$ cat config.mk
export PLATFORM = sky130hd
export DESIGN_NAME = bitmap_first_fit_slot_allocator
export DESIGN_NICKNAME = d
export VERILOG_FILES = /design/src/hdl/bffsa_pkg.sv /design/src/hdl/bffsa_map.sv /design/src/hdl/bitmap_first_fit_slot_allocator.sv
export SDC_FILE = /design/constraint.sdc
export NUM_CORES = 1
export LEC_CHECK = 0
export BUFFER_PORTS_ARGS = -buffer_cell sky130_fd_sc_hd__buf_2
export CORE_MARGIN = 2
export CORE_UTILIZATION = 44
export CTS_BUF_LIST = sky130_fd_sc_hd__clkbuf_8 sky130_fd_sc_hd__clkbuf_16
export DETAILED_ROUTE_END_ITERATION = 6
export GPL_TIMING_DRIVEN = 0
export SLEW_MARGIN = 10
export SYNTH_ARGS = -nofsm -noshare
export SYNTH_HDL_FRONTEND = slang
export SYNTH_SLANG_ARGS = --single-unit
export TNS_END_PERCENT = 50
$ cat constraint.sdc
create_clock -name clk -period 11.9 [get_ports clk]
set_input_delay 0.595 -clock clk [delete_from_list [all_inputs] [get_ports clk]]
set_output_delay 0.595 -clock clk [all_outputs]
set_load 0.005 [all_outputs]
$ cat src/hdl/bffsa_pkg.sv
package bffsa_pkg;

    localparam int MAX_SLOTS = 256;
    localparam int SLOT_W    = $clog2(MAX_SLOTS);
    localparam int CNT_W     = SLOT_W + 1;
    localparam int SUM_W     = SLOT_W + 2;

    localparam int APB_DATA_W = 32;
    localparam int APB_ADDR_W = 3;

    // register index, taken from paddr above the byte offset
    localparam logic REG_ACTIVE_SLOTS = 1'b0;
    localparam logic [CNT_W-1:0] ACTIVE_SLOTS_RESET = CNT_W'(MAX_SLOTS);

    localparam logic [1:0] CMD_ALLOC = 2'd0;
    localparam logic [1:0] CMD_FREE  = 2'd1;
    localparam logic [1:0] CMD_GROW  = 2'd2;
    localparam logic [1:0] CMD_SPARE = 2'd3;

    localparam logic [1:0] STATUS_DONE       = 2'd0;
    localparam logic [1:0] STATUS_MOVED      = 2'd1;
    localparam logic [1:0] STATUS_NO_SPACE   = 2'd2;
    localparam logic [1:0] STATUS_NOT_LARGER = 2'd3;

    typedef struct packed {
        logic [1:0]       command;
        logic [SLOT_W-1:0] start_slot;
        logic [CNT_W-1:0]  count;
        logic [CNT_W-1:0]  new_count;
    } cmd_t;

    typedef struct packed {
        logic [1:0]       status;
        logic [SLOT_W-1:0] slot;
        logic [CNT_W-1:0]  granted_count;
        logic [CNT_W-1:0]  slots_used;
    } rsp_t;

    typedef struct packed {
        logic shift;
        logic write;
        logic wbit;
    } map_ctrl_t;

endpackage

$ cat src/hdl/bffsa_map.sv
module bffsa_map
    import bffsa_pkg::*;
(
    input  logic      clk,
    input  logic      rst_n,
    input  map_ctrl_t ctrl,
    output logic      cur_bit
);

    logic [MAX_SLOTS-1:0] map_reg;
    logic [MAX_SLOTS-1:0] map_next;
    logic                 in_bit;

    // slot under the head sits at bit 0; a full rotation restores the order
    assign cur_bit = map_reg[0];
    assign in_bit  = ctrl.write ? ctrl.wbit : map_reg[0];

    always_comb
    begin
        map_next = map_reg;
        if (ctrl.shift)
        begin
            map_next = {in_bit, map_reg[MAX_SLOTS-1:1]};
        end
    end

    always_ff @(posedge clk or negedge rst_n)
    begin
        if (!rst_n)
        begin
            map_reg <= '0;
        end
        else
        begin
            map_reg <= map_next;
        end
    end

endmodule

$ cat src/hdl/bitmap_first_fit_slot_allocator.sv
// Contiguous slot allocator over a one-bit-per-slot occupancy map, first fit.
// Command channel (cmd_valid / cmd_stall / cmd_data) takes allocate, free and
// grow beats; the response channel (rsp_valid / rsp_stall / rsp_data) returns
// one beat per command with status, first slot, granted count and slots used.
// The map lives in a 256-bit rotating shift register and is read or written
// one slot per clock at its head, so every pass over it visits all 256 slots.
// Allocate and grow take a search pass, a decide step and a mark pass; a
// search that ends in no space skips the mark pass. Free takes one mark
// pass. Commands settled at once (no space up front, zero-size allocate,
// grow not larger) take no pass. One command is in work at a time;
// cmd_stall is high from accept until the result is handed to the output
// register, so a new command is taken while an earlier result still waits
// there. When rsp_stall is high the response beat holds and a finished
// command waits in its final state until the register frees up.
// Reset clears the map and the used count and sets active_slots to 256.
// active_slots is written through the APB port at address 0; the user must
// write it only while idle, as the block itself does not enforce this.
module bitmap_first_fit_slot_allocator
    import bffsa_pkg::*;
(
    input  logic                  clk,
    input  logic                  rst_n,

    input  logic                  cmd_valid,
    output logic                  cmd_stall,
    input  cmd_t                  cmd_data,

    output logic                  rsp_valid,
    input  logic                  rsp_stall,
    output rsp_t                  rsp_data,

    input  logic                  psel,
    input  logic                  penable,
    input  logic                  pwrite,
    input  logic [APB_ADDR_W-1:0] paddr,
    input  logic [APB_DATA_W-1:0] pwdata,
    output logic [APB_DATA_W-1:0] prdata,
    output logic                  pready
);

    typedef enum logic [4:0] {
        ST_IDLE   = 5'b00001,
        ST_SEARCH = 5'b00010,
        ST_DECIDE = 5'b00100,
        ST_MARK   = 5'b01000,
        ST_FINISH = 5'b10000
    } state_t;

    state_t            state_reg, state_next;
    logic [SLOT_W-1:0] idx_reg, idx_next;
    logic              grow_reg, grow_next;
    logic [SLOT_W-1:0] start_reg, start_next;
    logic [CNT_W-1:0]  cnt_reg, cnt_next;
    logic [CNT_W-1:0]  newc_reg, newc_next;
    logic [CNT_W-1:0]  len_reg, len_next;
    logic [CNT_W-1:0]  run_reg, run_next;
    logic              found_reg, found_next;
    logic [SLOT_W-1:0] pos_reg, pos_next;
    logic              blocked_reg, blocked_next;
    logic [SUM_W-1:0]  set_lo_reg, set_lo_next;
    logic [SUM_W-1:0]  set_hi_reg, set_hi_next;
    logic [SLOT_W-1:0] clr_lo_reg, clr_lo_next;
    logic [SUM_W-1:0]  clr_hi_reg, clr_hi_next;
    logic [1:0]        res_status_reg, res_status_next;
    logic [SLOT_W-1:0] res_slot_reg, res_slot_next;
    logic [CNT_W-1:0]  res_granted_reg, res_granted_next;
    logic [CNT_W-1:0]  used_reg, used_next;
    logic [CNT_W-1:0]  active_reg, active_next;
    logic              rsp_valid_reg, rsp_valid_next;
    rsp_t              rsp_data_reg, rsp_data_next;

    map_ctrl_t         map_ctrl;
    logic              cur_bit;

    logic [CNT_W-1:0]  pool_n;
    logic              grow_zero;
    logic              in_alloc;
    logic              in_grow;
    logic [CNT_W-1:0]  in_len;
    logic              in_over;
    logic [SUM_W-1:0]  idx_w;
    logic              idx_last;
    logic              in_pool;
    logic [CNT_W-1:0]  run_inc;
    logic [SLOT_W-1:0] pos_cand;
    logic [SUM_W-1:0]  grow_lo;
    logic [SUM_W-1:0]  grow_hi;
    logic              in_window;
    logic              fits_in_place;
    logic              room_fail;
    logic              in_set;
    logic              in_clr;
    logic              new_bit;
    logic              out_free;
    logic              cfg_wr;

    bffsa_map u_map (
        .clk     (clk),
        .rst_n   (rst_n),
        .ctrl    (map_ctrl),
        .cur_bit (cur_bit)
    );

    assign pool_n = (active_reg > CNT_W'(MAX_SLOTS)) ? CNT_W'(MAX_SLOTS) : active_reg;

    assign grow_zero = (cmd_data.command == CMD_GROW) && (cmd_data.count == '0);
    assign in_alloc  = (cmd_data.command == CMD_ALLOC) || grow_zero;
    assign in_grow   = (cmd_data.command == CMD_GROW) && !grow_zero;
    // grow searches for a run of the new size
    assign in_len    = (cmd_data.command == CMD_GROW) ? cmd_data.new_count : cmd_data.count;
    assign in_over   = ({1'b0, used_reg} + {1'b0, in_len}) > {1'b0, pool_n};

    assign idx_w    = SUM_W'(idx_reg);
    assign idx_last = (idx_reg == SLOT_W'(MAX_SLOTS - 1));
    assign in_pool  = CNT_W'(idx_reg) < pool_n;
    assign run_inc  = run_reg + CNT_W'(1);
    assign pos_cand = SLOT_W'(CNT_W'(idx_reg) + CNT_W'(1) - len_reg);

    // slots that an in-place grow would claim
    assign grow_lo   = SUM_W'(start_reg) + SUM_W'(cnt_reg);
    assign grow_hi   = SUM_W'(start_reg) + SUM_W'(newc_reg);
    assign in_window = (idx_w >= grow_lo) && (idx_w < grow_hi);

    assign fits_in_place = (grow_hi <= SUM_W'(pool_n)) && !blocked_reg;
    assign room_fail     = (used_reg >= pool_n) || (newc_reg > (pool_n - used_reg));

    assign in_set  = (idx_w >= set_lo_reg) && (idx_w < set_hi_reg);
    assign in_clr  = (idx_w >= SUM_W'(clr_lo_reg)) && (idx_w < clr_hi_reg);
    assign new_bit = in_set ? 1'b1 : (in_clr ? 1'b0 : cur_bit);

    assign out_free = !rsp_valid_reg || !rsp_stall;

    always_comb
    begin
        state_next       = state_reg;
        idx_next         = idx_reg;
        grow_next        = grow_reg;
        start_next       = start_reg;
        cnt_next         = cnt_reg;
        newc_next        = newc_reg;
        len_next         = len_reg;
        run_next         = run_reg;
        found_next       = found_reg;
        pos_next         = pos_reg;
        blocked_next     = blocked_reg;
        set_lo_next      = set_lo_reg;
        set_hi_next      = set_hi_reg;
        clr_lo_next      = clr_lo_reg;
        clr_hi_next      = clr_hi_reg;
        res_status_next  = res_status_reg;
        res_slot_next    = res_slot_reg;
        res_granted_next = res_granted_reg;
        used_next        = used_reg;
        rsp_valid_next   = rsp_valid_reg && rsp_stall;
        rsp_data_next    = rsp_data_reg;
        map_ctrl         = '0;

        unique case (state_reg)
            ST_IDLE:
            begin
                if (cmd_valid)
                begin
                    grow_next    = in_grow;
                    start_next   = cmd_data.start_slot;
                    cnt_next     = cmd_data.count;
                    newc_next    = cmd_data.new_count;
                    len_next     = in_len;
                    run_next     = '0;
                    found_next   = 1'b0;
                    pos_next     = '0;
                    blocked_next = 1'b0;
                    idx_next     = '0;
                    if (in_alloc)
                    begin
                        res_status_next  = STATUS_NO_SPACE;
                        res_slot_next    = '0;
                        res_granted_next = '0;
                        if (in_over)
                        begin
                            state_next = ST_FINISH;
                        end
                        else if (in_len == '0)
                        begin
                            if (pool_n != '0)
                            begin
                                res_status_next = STATUS_DONE;
                            end
                            state_next = ST_FINISH;
                        end
                        else
                        begin
                            state_next = ST_SEARCH;
                        end
                    end
                    else if (in_grow)
                    begin
                        if (cmd_data.count >= cmd_data.new_count)
                        begin
                            res_status_next  = STATUS_NOT_LARGER;
                            res_slot_next    = cmd_data.start_slot;
                            res_granted_next = cmd_data.count;
                            state_next       = ST_FINISH;
                        end
                        else
                        begin
                            state_next = ST_SEARCH;
                        end
                    end
                    else
                    begin
                        // free, and the unused code, clear a range in one pass
                        set_lo_next      = '0;
                        set_hi_next      = '0;
                        clr_lo_next      = cmd_data.start_slot;
                        clr_hi_next      = SUM_W'(cmd_data.start_slot)
                                           + SUM_W'(cmd_data.count);
                        res_status_next  = STATUS_DONE;
                        res_slot_next    = cmd_data.start_slot;
                        res_granted_next = '0;
                        state_next       = ST_MARK;
                    end
                end
            end

            ST_SEARCH:
            begin
                map_ctrl.shift = 1'b1;
                idx_next       = idx_reg + SLOT_W'(1);
                if (!found_reg)
                begin
                    if (in_pool && !cur_bit)
                    begin
                        run_next = run_inc;
                        if (run_inc == len_reg)
                        begin
                            found_next = 1'b1;
                            pos_next   = pos_cand;
                        end
                    end
                    else
                    begin
                        run_next = '0;
                    end
                end
                if (in_window && cur_bit)
                begin
                    blocked_next = 1'b1;
                end
                if (idx_last)
                begin
                    state_next = ST_DECIDE;
                end
            end

            ST_DECIDE:
            begin
                clr_lo_next = start_reg;
                clr_hi_next = '0;
                state_next  = ST_MARK;
                if (!grow_reg)
                begin
                    if (found_reg)
                    begin
                        set_lo_next      = SUM_W'(pos_reg);
                        set_hi_next      = SUM_W'(pos_reg) + SUM_W'(len_reg);
                        res_status_next  = STATUS_DONE;
                        res_slot_next    = pos_reg;
                        res_granted_next = len_reg;
                    end
                    else
                    begin
                        state_next = ST_FINISH;
                    end
                end
                else if (fits_in_place)
                begin
                    set_lo_next      = grow_lo;
                    set_hi_next      = grow_hi;
                    res_status_next  = STATUS_DONE;
                    res_slot_next    = start_reg;
                    res_granted_next = newc_reg;
                end
                else if (room_fail || !found_reg)
                begin
                    res_status_next  = STATUS_NO_SPACE;
                    res_slot_next    = start_reg;
                    res_granted_next = cnt_reg;
                    state_next       = ST_FINISH;
                end
                else
                begin
                    // move: release the old block and claim the new run together
                    set_lo_next      = SUM_W'(pos_reg);
                    set_hi_next      = SUM_W'(pos_reg) + SUM_W'(newc_reg);
                    clr_hi_next      = grow_lo;
                    res_status_next  = STATUS_MOVED;
                    res_slot_next    = pos_reg;
                    res_granted_next = newc_reg;
                end
            end

            ST_MARK:
            begin
                map_ctrl.shift = 1'b1;
                map_ctrl.write = 1'b1;
                map_ctrl.wbit  = new_bit;
                idx_next       = idx_reg + SLOT_W'(1);
                if (new_bit && !cur_bit)
                begin
                    used_next = used_reg + CNT_W'(1);
                end
                else if (!new_bit && cur_bit && (used_reg != '0))
                begin
                    used_next = used_reg - CNT_W'(1);
                end
                if (idx_last)
                begin
                    state_next = ST_FINISH;
                end
            end

            ST_FINISH:
            begin
                if (out_free)
                begin
                    rsp_valid_next              = 1'b1;
                    rsp_data_next.status        = res_status_reg;
                    rsp_data_next.slot          = res_slot_reg;
                    rsp_data_next.granted_count = res_granted_reg;
                    rsp_data_next.slots_used    = used_reg;
                    state_next                  = ST_IDLE;
                end
            end

            default:
            begin
                state_next = ST_IDLE;
            end
        endcase
    end

    assign cfg_wr = psel && penable && pwrite && pready
                    && (paddr[APB_ADDR_W-1] == REG_ACTIVE_SLOTS);

    always_comb
    begin
        active_next = active_reg;
        if (cfg_wr)
        begin
            active_next = pwdata[CNT_W-1:0];
        end
    end

    assign prdata = (paddr[APB_ADDR_W-1] == REG_ACTIVE_SLOTS)
                    ? APB_DATA_W'(active_reg) : '0;
    assign pready = 1'b1;

    assign cmd_stall = (state_reg != ST_IDLE);
    assign rsp_valid = rsp_valid_reg;
    assign rsp_data  = rsp_data_reg;

    always_ff @(posedge clk or negedge rst_n)
    begin
        if (!rst_n)
        begin
            state_reg     <= ST_IDLE;
            idx_reg       <= '0;
            used_reg      <= '0;
            active_reg    <= ACTIVE_SLOTS_RESET;
            rsp_valid_reg <= 1'b0;
        end
        else
        begin
            state_reg     <= state_next;
            idx_reg       <= idx_next;
            used_reg      <= used_next;
            active_reg    <= active_next;
            rsp_valid_reg <= rsp_valid_next;
        end
    end

    always_ff @(posedge clk)
    begin
        grow_reg        <= grow_next;
        start_reg       <= start_next;
        cnt_reg         <= cnt_next;
        newc_reg        <= newc_next;
        len_reg         <= len_next;
        run_reg         <= run_next;
        found_reg       <= found_next;
        pos_reg         <= pos_next;
        blocked_reg     <= blocked_next;
        set_lo_reg      <= set_lo_next;
        set_hi_reg      <= set_hi_next;
        clr_lo_reg      <= clr_lo_next;
        clr_hi_reg      <= clr_hi_next;
        res_status_reg  <= res_status_next;
        res_slot_reg    <= res_slot_next;
        res_granted_reg <= res_granted_next;
        rsp_data_reg    <= rsp_data_next;
    end

endmodule
==> reports/summary.md <==
The synthesized design contains 428 register bits. Unique cell type count in the Yosys netlist: 88. The final critical path takes up 43.8% of the cycle. Measured on the finished design, the core utilization comes to 50.3%. Mean number of vias per cell: 5.23.

The largest area contributor in the synthesized netlist was sky130_fd_sc_hd__dfrtp_1. A synthesized cell averages 9.56 um2. In the synthesized netlist the async set-or-reset flop fraction comes to 67.3%. The flow ran to the end, and the final reports show no timing, DRC or antenna violations. CTS placed an instance of sky130_fd_sc_hd__clkbuf_16 at the clock tree root. Buffers inserted during clock tree synthesis total 46. For the count of instances resized after the clock tree is built, the log shows 0.

The path class of the tightest hold or removal check is in -> async. After clock tree synthesis, the clock-pin slew on the worst setup and hold paths is 60 ps. The final worst slack is 6690 ps, and the synthesized instance count is 2314. Setup total negative slack on the finished layout was measured at 0 ps. The number of global-route vias before repair was 16300; the latest clock arrival within the worst-skew pair was 610 ps.

The longest clock path from root to sink contains 3 buffers. The logs give 1285 for the initial detailed-routing violation count and 5500 ps for the arrival time reported for the critical path endpoint. The critical path in this run is classified as reg -> reg. Per report_power, the clock group accounts for 28.2% of the total. Along the worst path, the maximum fanout reaches 16. The sum of overflow across all layers after global routing was 0. The run gives 0.935 as the placer's final routability congestion estimate. Across the run, the number of max-cap violations was 0. In this run the static leakage power is 12.6 nW. Across every metal layer, demand over resource in global routing totals 22.0%. STA classifies the critical path endpoint as a flip-flop.

The standard cell area after detailed placement came out at 23600 um2. After floorplanning, the core was divided into 82 placement rows. For the number of warning messages in the yosys log, the log shows 0. By area the synthesized netlist is led by sky130_fd_sc_hd__dfrtp_1 32%, sky130_fd_sc_hd__edfxtp_1 19%, sky130_fd_sc_hd__nand2_1 15%, sky130_fd_sc_hd__ha_1 9.5%, sky130_fd_sc_hd__xnor2_1 1.9%.

The final hold violation count is 0, and the relative slew slack is 20.7%. Of the post-synthesis cell area, the dominant cell type holds 32.4%. For this design, the CTS-stage hold fixing added 0 buffers. After detailed routing, the average wire length per cell comes to 17.7 um.

At the worst endpoint, the required time is 12190 ps. Of the total power, combinational logic draws 34.6%. For this run, the detailed router's first-pass iteration total came to 5. The flip-flop count of the largest register after layout works out to 256. For the core region area, the log shows 49900 um2. The I/O pin count is 133, and the total standard cell area after synthesis is 22100 um2. For the pin with the worst max-slew slack, the measured transition is 1180 ps. The initial utilization of the core area, before any placement, comes to 44.3%.

Wires add up to 56.4 mm. Number of nets in the layout: 2719. TritonCTS built the clock tree. The kind of start point of the critical path was a flip-flop. Port buffering added 83 buffers. Counting I/O delays and the setup requirement, the final critical path takes 5210 ps. The commonest cells after synthesis are 855 x sky130_fd_sc_hd__nand2_1, 286 x sky130_fd_sc_hd__dfrtp_1, 168 x sky130_fd_sc_hd__ha_1.

The sequential fraction of the synthesis area was 51.6%; the die area was 52100 um2. The routed layout has 16600 vias. Entering global routing, the biggest net connects 104 pins. Among all flip-flop cells after synthesis, the most frequent one is sky130_fd_sc_hd__dfrtp_1. Net switching is 37.5% of the power. For the final database, setup skew stands at 26.9 ps.

After detailed routing, the number of remaining DRC violations is 0. Summed over all nets, the half-perimeter wirelength after detailed placement is 40.9 mm. The tools report the maximum vdd drop as 0.108 mV.

The number of antenna violations at the first check in global routing was 1; the total internal power was 0.00308 W. The antenna diode count is 0. For this design the total switching power over the nets is 0.00185 W.

The first global-routing pass estimated 90.3 mm of wire. Measured along the y axis, the die boundary spans 228 um. The logs give 0 for the count of pins over their slew limit and 25100 um2 for the cell area after layout. The number of enable-type register cells in the synthesized netlist is 140.

Sequential cells account for 37.3% of the total power. Relative to the synthesized area, the layout overhead comes to 13.3%. The die is 228 um wide. Setup repair after global routing left no endpoint under its margin.

sky130_fd_sc_hd__nand2_1 is the most common cell in the netlist. The run gives 2 as the maximum level of the CTS H-tree. Clock tree synthesis found a total of 428 sinks. For this design the ratio of total power to cell area is 197 nW/um2. The layout cell share with drive strength beyond 1 is 9.21%, and the highest clock rate is 192 MHz. Setup violations remaining at the end of the flow were counted as 0. Before CTS, the worst setup slack after placement is 6300 ps. For the post-route antenna net violation count, the log shows 0.

Setup slack on the worst reg-to-reg path comes out at 6690 ps. After clock tree synthesis, the setup repair step added 0 buffers.
## cell type report
cell class                 count  area, um2
buffer                       105        502
fill                        4650      24800
inverter                     112        422
clock buffer                  49       1190
clock inverter                36        277
tap                          672        841
timing repair buffer          88        536
sequential                   428      11400
multi-input combinational   1691       9880
## cell usage in the layout, fill, tap and decap left out, types with 16 or more instances in the layout
cell type                     n
sky130_fd_sc_hd__ha_1       168
sky130_fd_sc_hd__a21o_1      29
sky130_fd_sc_hd__mux2_2      16
sky130_fd_sc_hd__nand3_1     38
sky130_fd_sc_hd__nor2_1      76
sky130_fd_sc_hd__clkbuf_16   46
sky130_fd_sc_hd__xor2_1      28
sky130_fd_sc_hd__xnor2_1     47
sky130_fd_sc_hd__buf_2       84
sky130_fd_sc_hd__nor2b_1     25
sky130_fd_sc_hd__nand2_1    855
sky130_fd_sc_hd__buf_4       26
sky130_fd_sc_hd__inv_1      122
sky130_fd_sc_hd__a21oi_1     68
sky130_fd_sc_hd__dfrtp_1    286
sky130_fd_sc_hd__o21ai_0     52
sky130_fd_sc_hd__conb_1      24
sky130_fd_sc_hd__clkbuf_1    73
sky130_fd_sc_hd__edfxtp_1   140
sky130_fd_sc_hd__nor3_1      18
## logic make-up (layout without fill, tap and decap cells)
kind of cell    after synthesis  in the layout  synth area share, %
fa+ha+maj                   177            177                 10.3
mux                          27             27                 1.32
flops                       428            428                 51.6
buf+inv                     217            390                 4.17
compound gates              283            283                 8.74
simple gates               1105           1105                 20.8
xor+xnor                     75             75                 2.97
other cells                   2             24               0.0340
## power groups by stage
stage               registers (W)  logic (W)  clock network (W)
floorplan                 0.00177    0.00121                  0
global placement          0.00186    0.00162                  0
detailed placement        0.00186    0.00168                  0
CTS                       0.00183    0.00169            0.00143
global route              0.00184    0.00191            0.00148
finish                    0.00184    0.00170            0.00139
## worst paths after layout
check,start,to,cells after the start
max reg2reg,active_reg[8]$_DFFE_PN1P_,set_lo_reg[8]$_SDFFCE_PN0P_,19
min reg2reg,res_slot_reg[3]$_DFFE_PP_,rsp_data[21]$_DFFE_PP_,0
min,rst_n,u_map.map_reg[41]$_DFFE_PN0P_,1
max,active_reg[8]$_DFFE_PN1P_,set_lo_reg[8]$_SDFFCE_PN0P_,19
min in group clk,cmd_data[7],newc_reg[7]$_DFFE_PP_,1
max in group asynchronous,rst_n,used_reg[5]$_DFFE_PN0P_,2
## metrics by stage
stage	cells	total power, W	hold WS [ps]
5_1_grt	3181	0.00524	69.6
3_3_place_gp	3091	0.00348	404
6_report	3181	0.00493	20.2
3_5_place_dp	3096	0.00354	405
2_1_floorplan	2336	0.00298	299
4_1_cts	3181	0.00495	11.4
## per-layer routing
metal  global-route usage, %  vias to the layer above  part of all wire [%]
li1                        -                     8047                     -
met3                    3.64                      103                   6.1
met5                       0                        -                 0.021
met4                    7.23                        2                   3.0
met2                    34.3                      391                    45
met1                    31.2                     8084                    46
## worst max-delay path, cell delays in order, from the launching register on
cell                       delay [ps]
sky130_fd_sc_hd__dfstp_2          580
sky130_fd_sc_hd__clkinv_1         310
sky130_fd_sc_hd__nand2_1          350
sky130_fd_sc_hd__inv_1             80
sky130_fd_sc_hd__ha_1             350
sky130_fd_sc_hd__nor2b_1          160
sky130_fd_sc_hd__o21ai_0          170
sky130_fd_sc_hd__nand2b_1         130
sky130_fd_sc_hd__a21o_1           190
sky130_fd_sc_hd__a21oi_1          170
sky130_fd_sc_hd__xor2_1           190
sky130_fd_sc_hd__ha_1             280
sky130_fd_sc_hd__a211oi_1         250
sky130_fd_sc_hd__o211ai_1         120
sky130_fd_sc_hd__o21ai_0          190
sky130_fd_sc_hd__o311ai_1         290
sky130_fd_sc_hd__o22ai_1          380
sky130_fd_sc_hd__nor2_1           130
sky130_fd_sc_hd__o21ai_2          350
sky130_fd_sc_hd__buf_8            220
Note: power is estimated with default switching activity, not from simulation.
